<file path="src/rtl/vfsf_pkg.sv">
`default_nettype none
// ---------------------------------------------------------------------------
// vfsf_pkg: shared types and constants
// Float masks and flag bit positions for the three-lane subtract.
// ---------------------------------------------------------------------------
package vfsf_pkg;
	localparam logic [31:0] EXP_MASK   = 32'h7f800000;
	localparam logic [31:0] SIGN_MASK  = 32'h80000000;
	localparam logic [30:0] MAX_FINITE = 31'h7f7fffff;
	localparam int FLAG_Z = 0;
	localparam int FLAG_S = 1;
	localparam int FLAG_U = 2;
	localparam int FLAG_O = 3;

	// per-lane result after the first stage
	typedef struct packed {
		logic        done;   // result fixed early (zero, flush)
		logic [31:0] res;
		logic [3:0]  fl;
		logic        sign;
		logic [7:0]  ex;
		logic [49:0] r;      // 2.48 magnitude with sticky lsb
	} lane_mid_t;

	typedef struct packed {
		logic [31:0] res;
		logic [3:0]  fl;
	} lane_out_t;
endpackage
`default_nettype wire

</file>
<file path="src/rtl/vector_float_subtract_flags_top.sv">
`default_nettype none
// ---------------------------------------------------------------------------
// vector_float_subtract_flags_top: three-lane float subtract with flags
// Lanes x, y, z subtract in parallel; a merge stage forms MAC/status words.
// ---------------------------------------------------------------------------
//  channel | signals                                  | direction
//  in      | valid/stall, left_*, right_*, clear_sticky | into block
//  out     | out_valid/out_stall, diff_*, flags          | out of block
//
// Registered stages: align, normalize, merge register; one transaction per
// cycle while not stalled, set by the lane pipelines. Pipeline advances as
// one unit: a stall on the output freezes every stage and raises in_stall
// only while a valid result is held. Reset clears valid and sticky bits.
module vector_float_subtract_flags_top (
	input  wire logic        clk,
	input  wire logic        arst_n,
	input  wire logic        in_valid,
	output logic             in_stall,
	input  wire logic [31:0] left_x,
	input  wire logic [31:0] left_y,
	input  wire logic [31:0] left_z,
	input  wire logic [31:0] right_x,
	input  wire logic [31:0] right_y,
	input  wire logic [31:0] right_z,
	input  wire logic        clear_sticky,
	output logic             out_valid,
	input  wire logic        out_stall,
	output logic      [31:0] diff_x,
	output logic      [31:0] diff_y,
	output logic      [31:0] diff_z,
	output logic      [15:0] mac_flags,
	output logic      [9:0]  status_flags,
	output logic             in_bounds
);
	logic v_s1, v_s2, clr_s1, clr_s2, adv;
	vfsf_pkg::lane_out_t lx, ly, lz;
	logic [15:0] mac;
	logic [9:0] st;
	logic ib;

	// whole pipe moves unless a held result is blocked
	assign adv = !(out_valid && out_stall);
	assign in_stall = !adv;

	vfsf_lane u_x (.clk(clk), .en(adv), .a_raw(left_x), .b_raw(right_x), .out_s2(lx));
	vfsf_lane u_y (.clk(clk), .en(adv), .a_raw(left_y), .b_raw(right_y), .out_s2(ly));
	vfsf_lane u_z (.clk(clk), .en(adv), .a_raw(left_z), .b_raw(right_z), .out_s2(lz));

	// sticky updates only for real transactions reaching the merge
	vfsf_merge u_merge (
		.clk(clk), .arst_n(arst_n), .en(adv && v_s2), .clear(clr_s2),
		.fl_x(lx.fl), .fl_y(ly.fl), .fl_z(lz.fl),
		.mac(mac), .status(st), .in_bnd(ib)
	);

	always_ff @(posedge clk or negedge arst_n) begin
		if (!arst_n) begin
			v_s1 <= 1'b0;
			v_s2 <= 1'b0;
			out_valid <= 1'b0;
		end else if (adv) begin
			v_s1 <= in_valid;
			v_s2 <= v_s1;
			out_valid <= v_s2;
		end
	end

	always_ff @(posedge clk) begin
		if (adv) begin
			clr_s1 <= clear_sticky;
			clr_s2 <= clr_s1;
			diff_x <= lx.res;
			diff_y <= ly.res;
			diff_z <= lz.res;
			mac_flags <= mac;
			status_flags <= st;
			in_bounds <= ib;
		end
	end

	a_stall_hold: assert property (@(posedge clk) disable iff (!arst_n)
		out_valid && out_stall |=> out_valid && $stable(status_flags))
		else $error("held result changed");
	a_inb: assert property (@(posedge clk) disable iff (!arst_n)
		out_valid |-> in_bounds == !status_flags[7])
		else $error("in_bounds mismatch");
	a_mac_w: assert property (@(posedge clk) disable iff (!arst_n)
		out_valid |-> (mac_flags[0] || mac_flags[4] || mac_flags[8] || mac_flags[12]) == 1'b0)
		else $error("w lane flag set");
	a_sticky: assert property (@(posedge clk) disable iff (!arst_n)
		out_valid |-> (status_flags[3:0] & ~status_flags[9:6]) == 4'd0)
		else $error("sticky lost current flag");
endmodule
`default_nettype wire

</file>
<file path="src/rtl/vfsf_lane.sv">
`default_nettype none
// ---------------------------------------------------------------------------
// vfsf_lane: one subtract lane, two stages
// Stage 1 aligns and adds; stage 2 normalizes, truncates and flags.
// ---------------------------------------------------------------------------
module vfsf_lane (
	input  wire logic                clk,
	input  wire logic                en,
	input  wire logic [31:0]         a_raw,
	input  wire logic [31:0]         b_raw,
	output vfsf_pkg::lane_out_t      out_s2
);
	function automatic logic [31:0] clean(input logic [31:0] x);
		if ((x & vfsf_pkg::EXP_MASK) == 32'd0) return x & vfsf_pkg::SIGN_MASK;
		if ((x & vfsf_pkg::EXP_MASK) == vfsf_pkg::EXP_MASK)
			return {x[31], vfsf_pkg::MAX_FINITE};
		return x;
	endfunction

	logic [31:0] a, b;
	logic sa, sb, sx, sy;
	logic [30:0] ma, mb, bx, by;
	logic [7:0] d;
	logic [49:0] mx, my, bt;
	logic lost;
	vfsf_pkg::lane_mid_t mid, mid_s1;

	always_comb begin
		a = clean(a_raw);
		b = clean(b_raw);
		sa = a[31];
		sb = ~b[31];
		ma = a[30:0];
		mb = b[30:0];
		if (ma >= mb) begin
			sx = sa; bx = ma; sy = sb; by = mb;
		end else begin
			sx = sb; bx = mb; sy = sa; by = ma;
		end
		d = bx[30:23] - by[30:23];
		mx = {1'b0, 1'b1, bx[22:0], 25'd0};
		my = {1'b0, 1'b1, by[22:0], 25'd0};
		bt = '0;
		lost = 1'b0;
		if (by != 31'd0) begin
			if (d >= 8'd49) begin
				lost = 1'b1;
			end else begin
				bt = my >> d;
				lost = (my & ((50'd1 << d) - 50'd1)) != 50'd0;
			end
		end
		mid = '0;
		mid.sign = sx;
		mid.ex = bx[30:23];
		if (ma == 31'd0 && mb == 31'd0) begin
			mid.done = 1'b1;
			mid.res = {sa & sb, 31'd0};
			mid.fl[vfsf_pkg::FLAG_Z] = 1'b1;
			mid.fl[vfsf_pkg::FLAG_S] = sa & sb;
		end else if (sx != sy && bx == by) begin
			mid.done = 1'b1;
			mid.fl[vfsf_pkg::FLAG_Z] = 1'b1;
		end else if (sx == sy) begin
			// lost bits fold into the sticky lsb
			mid.r = mx + bt;
			mid.r[0] = mid.r[0] | lost;
		end else begin
			// borrow for lost bits; sticky lsb stays set in that case
			mid.r = mx - bt - {49'd0, lost};
			mid.r[0] = mid.r[0] | lost;
		end
	end

	always_ff @(posedge clk) begin
		if (en) mid_s1 <= mid;
	end

	logic [5:0] p;
	logic [9:0] e;
	logic [49:0] nrm;
	logic rem;
	vfsf_pkg::lane_out_t o;

	always_comb begin
		p = '0;
		for (int i = 0; i < 50; i++) begin
			if (mid_s1.r[i]) p = 6'(i);
		end
		nrm = mid_s1.r << (6'd49 - p);
		// value = r * 2^(ex-150-25); exponent e = p + ex - 48
		e = 10'(p) + 10'(mid_s1.ex) - 10'd48;
		rem = nrm[25:0] != 26'd0;
		o.res = {mid_s1.sign, 31'd0};
		o.fl = '0;
		o.fl[vfsf_pkg::FLAG_S] = mid_s1.sign;
		if (mid_s1.done) begin
			o.res = mid_s1.res;
			o.fl = mid_s1.fl;
		end else if (mid_s1.r == 50'd0 || e[9] || e == 10'd0) begin
			o.fl[vfsf_pkg::FLAG_Z] = 1'b1;
			o.fl[vfsf_pkg::FLAG_U] = 1'b1;
		end else if (e > 10'd254 ||
		             (e == 10'd254 && nrm[48:26] == 23'h7fffff && rem)) begin
			o.res = {mid_s1.sign, vfsf_pkg::MAX_FINITE};
			o.fl[vfsf_pkg::FLAG_O] = 1'b1;
		end else begin
			o.res = {mid_s1.sign, e[7:0], nrm[48:26]};
		end
	end

	always_ff @(posedge clk) begin
		if (en) out_s2 <= o;
	end
endmodule
`default_nettype wire

</file>
<file path="src/rtl/vfsf_merge.sv">
`default_nettype none
// ---------------------------------------------------------------------------
// vfsf_merge: flag merge and sticky status
// Builds MAC and status words from three lane flag sets.
// ---------------------------------------------------------------------------
module vfsf_merge (
	input  wire logic        clk,
	input  wire logic        arst_n,
	input  wire logic        en,
	input  wire logic        clear,
	input  wire logic [3:0]  fl_x,
	input  wire logic [3:0]  fl_y,
	input  wire logic [3:0]  fl_z,
	output logic      [15:0] mac,
	output logic      [9:0]  status,
	output logic             in_bnd
);
	logic [3:0] sticky_q, cur, nxt;

	always_comb begin
		cur = fl_x | fl_y | fl_z;
		nxt = (clear ? 4'd0 : sticky_q) | cur;
		for (int f = 0; f < 4; f++) begin
			mac[f*4 +: 4] = {fl_x[f], fl_y[f], fl_z[f], 1'b0};
		end
		status = {nxt, 2'b00, cur};
		in_bnd = ~nxt[vfsf_pkg::FLAG_S];
	end

	always_ff @(posedge clk or negedge arst_n) begin
		if (!arst_n) sticky_q <= '0;
		else if (en) sticky_q <= nxt;
	end
endmodule
`default_nettype wire
</file>
<file path="config.mk">
export PLATFORM = sky130hd
export DESIGN_NAME = vector_float_subtract_flags_top
export DESIGN_NICKNAME = d
export VERILOG_FILES = /design/src/rtl/vfsf_pkg.sv /design/src/rtl/vector_float_subtract_flags_top.sv /design/src/rtl/vfsf_lane.sv /design/src/rtl/vfsf_merge.sv
export SDC_FILE = /design/constraint.sdc
export NUM_CORES = 2
export LEC_CHECK = 0
export BUFFER_PORTS_ARGS = -buffer_cell sky130_fd_sc_hd__buf_2
export CORE_MARGIN = 2
export CORE_UTILIZATION = 65
export DETAILED_ROUTE_END_ITERATION = 16
export PLACE_DENSITY = 0.94
export RECOVER_POWER = 50
export SETUP_SLACK_MARGIN = 0.3
export SKIP_LAST_GASP = 1
export SLEW_MARGIN = 30
export SYNTH_ARGS = -nofsm -noshare
export SYNTH_HDL_FRONTEND = slang
export SYNTH_SLANG_ARGS = --single-unit
</file>
<file path="constraint.sdc">
create_clock -name clk -period 29.4 [get_ports clk]
set_input_delay 2.94 -clock clk [delete_from_list [all_inputs] [get_ports clk]]
set_output_delay 2.94 -clock clk [all_outputs]
set_load 0.05 [all_outputs]
</file>
==> impl_metrics.yaml <==
finish:
  final_area_um2: 57200
  share_of_cells_above_drive_strength_1_pct: 9.95
  fillCellCount: 6655
  layout.area.seq_um2: 12300
  multi_input_comb_area_um2: 38200
  final_non_filler_cells: 7925
  layout.nets: 7438
  area_growth_syn_to_layout_pct: 6.58
yosys:
  synth_largest_area_cell: "edfxtp_1"
  yosysWarningCount: 0
  seq_area_frac_synth_pct: 22.9
  area_contributors_post_synth: "edfxtp_1 23%, ha_1 9.7%, mux2i_1 8.5%"
  synth_cell_types: 114
  synth-seq-cells: 411
  mean_instance_size_in_the_synthesized_netlist_um2: 7.93
  most_common_cell_in_the_netlist: "nor2_1"
  asyncSetResetFlopFracSynth_pct: 1.70
  synth_edf_count: 404
  synth_top_cells_by_count: "735 x nor2_1, 592 x nand2_1, 573 x a21oi_1, 504 x o21ai_0, 480 x inv_1"
  syn_inst: 6773
  synthFlopType: "edfxtp_1"
  synth.top_cell.area_share_pct: 22.6
  post_synth_instance_area_um2: 53700
pwr:
  netSwitchingPower_mw: 2.81
  max-vdd-ir-drop_uv: 64.6
  total_power_mw: 5.40
  clock_power_share_pct: 10.3
  power.share.sequential_pct: 23.0
  p_per_area_nw_per_um2: 94.4
  power.combinational.fraction_pct: 66.6
  power_report.internal_total_mw: 2.59
  switching_share_pct: 52.1
  power.leakage_nw: 24.4
cts:
  cts-root-buf: "clkbuf_16"
  cts_max_level: 2
  ctsLongestPathBuffers: 3
  cts_inserted_buffers: 43
  tritoncts_num_sinks: 411
  clk_pin_slew_worst_paths_ps: 70
  cts_tree: "yes"
  cts_repair_resized_insts: 0
  ctsHoldBuffers: 0
  clkLatencyLatePin_ps: 610
  postCtsSetupBuffers: 0
sta:
  rsz0062_at_grt: "false"
  slew_viol_final: 332
  timing.fmax_ghz: 0.0697
  setup-violations-final: 0
  relSlewSlack_pct: -318
  setup_ws_ps: 15050
  hold_viol_final: 0
  finalCritPeriodShare_pct: 48.8
  maximum_clock_skew_at_final_layout_ps: 42.4
  finalSetupTns_ps: 0
  layout_min_cycle_time_ps: 14350
  worst_slew_pin_slew_ps: 6280
routing:
  dr.pass1.iters: 10
  drt.antenna.violating_nets: 0
  detailedRoute.firstIterationViolations: 8135
  drt-wirelength-per-cell_um: 22.8
  remaining_drc_errors: 0
  drt-vias-per-instance: 6.90
  postRouteWirelength_mm: 180
  dr_vias: 54717
critical_path:
  path_buf_inv: 6
  worst_ep_arrival_time_ps: 14750
  critical_path_class: "in -> reg"
  crit_path_max_fanout: 42
  cpLargestDelayFamily: "compound AO/OA/AOI/OAI gates"
  cp-end-kind: "register"
  crit_path_start_kind: "input port"
  critPathMaxStageDelay_ps: 570
  cp_data_required_time_ps: 29800
  timing.critical_path.slowest_stage_cell: "nor4_1"
  cp_common_cell: "ha_1"
floorplan:
  pin_count: 322
  design.die.area_um2: 84900
  fp.coreArea_um2: 82000
  die_height_um: 291
  starting_density_of_the_core_pct: 65.5
  die_w_um: 291
  core.rowCount: 105
job:
  cap_violations: 4
grt:
  grt_first_pass_wirelength_mm: 279
  antenna_violations_before_repair: 9
  grt_start_max_net_pins: 189
  vias_in_the_first_global_route: 49935
  globalRouteOverflowTotal: 0
  groute.usage.overall_pct: 40.6
placement:
  dpl-instance-area_um2: 55900
  routability_congestion: 1.04
  dp_cells: 7842
  port-buffer-count: 315
  dp_hpwl_mm: 139
  dp_worst_setup_slack_ps: 14630
outcome:
  violations: "capacitance limit, slew limit"
  status: "finished with violations"
worst_hold_path:
  min_path_type: "reg -> reg"
==> state kept, by name, summed over array words and instances, names as in the netlist, 31 cells and up <==
signal / flops
u_z.out_s2: 35
diff_z: 31
u_z.mid_s1: 61
u_y.out_s2: 35
diff_x: 31
u_x.out_s2: 35
u_y.mid_s1: 61
diff_y: 31
u_x.mid_s1: 61
==> metrics by stage <==
step           hold slack (ps)  util, %
6_report                   381     69.8
3_3_place_gp               401     68.2
3_5_place_dp               405     68.2
4_1_cts                    380     70.0
5_1_grt                    398     69.8
2_1_floorplan              400        -
==> per-layer routing <==
metal	GRT usage, %	part of all wire [%]	vias up
met5	0	0.037	-
met4	14.6	4.1	10
met3	9.02	12	529
met2	62.8	44	3622
met1	55.8	40	25539
li1	-	-	25017
==> path summary, 6_finish.rpt <==
path,endpoint,startpoint,slack [ps],cells past startpoint
worst max-delay path,u_z.mid_s1[49],left_z[25],15050,53
worst min-delay path,diff_y[15],u_y.out_s2[19],380,0
worst max register to register,u_y.mid_s1[0],out_valid,19340,3
worst min register to register,diff_y[15],u_y.out_s2[19],380,0
max in group asynchronous,u_merge.sticky_q[1],arst_n,26630,1
min in group asynchronous,out_valid,arst_n,2340,1
==> worst reg2reg max path, stage by stage, from the launching register on <==
cell and delay, ps:
dfrtp_1 380, nand2_1 1900, clkbuf_1 2460, clkbuf_1 4560
==> layout make-up <==
class | instances | area share (%)
Antenna cell | 3 | 0.0131
Clock buffer | 52 | 1.97
Clock inverter | 27 | 0.507
Inverter | 485 | 3.18
Multi-Input combinational cell | 5467 | 66.7
Sequential cell | 411 | 21.5
Tap cell | 1070 | 2.34
Timing Repair Buffer | 410 | 3.72
==> power groups by stage <==
stage	logic, mW	registers [mW]	clock network [mW]
final	3.60	1.24	0.558
after global routing	3.83	1.26	0.582
after CTS	3.49	1.22	0.559
after detailed placement	3.46	1.22	0
after global placement	3.40	1.21	0
after floorplan	2.40	1.39	0
==> placed cells by master (no fill, tap or decap), types with 81 or more instances in the layout <==
cell type / count
ha_1: 413
mux2i_1: 458
clkbuf_1: 131
nand3_1: 140
o21ai_0: 498
a21o_1: 126
a21oi_1: 571
edfxtp_1: 404
xor2_1: 81
nand2_1: 591
buf_4: 91
inv_1: 480
nor2_1: 732
buf_2: 194
nor3_1: 149
xnor2_1: 128
a211oi_1: 100
mux4_2: 89
mux2_2: 116
==> logic make-up (layout without fill, tap and decap cells) <==
| family | after synthesis | after routing | synth area share [%] |
|---|---|---|---|
| muxes | 663 | 663 | 14.7 |
| other | 1 | 9 | 0.00699 |
| buffers and inverters | 900 | 974 | 6.55 |
| DFF | 411 | 411 | 22.9 |
| AOI/OAI and AO/OA | 2003 | 2003 | 23.6 |
| and+or+nand+nor | 2141 | 2141 | 18.5 |
| xor gates and xnor gates | 231 | 231 | 3.78 |
| adders and majority gates | 423 | 423 | 9.94 |
(Power assumes the default switching activity.)
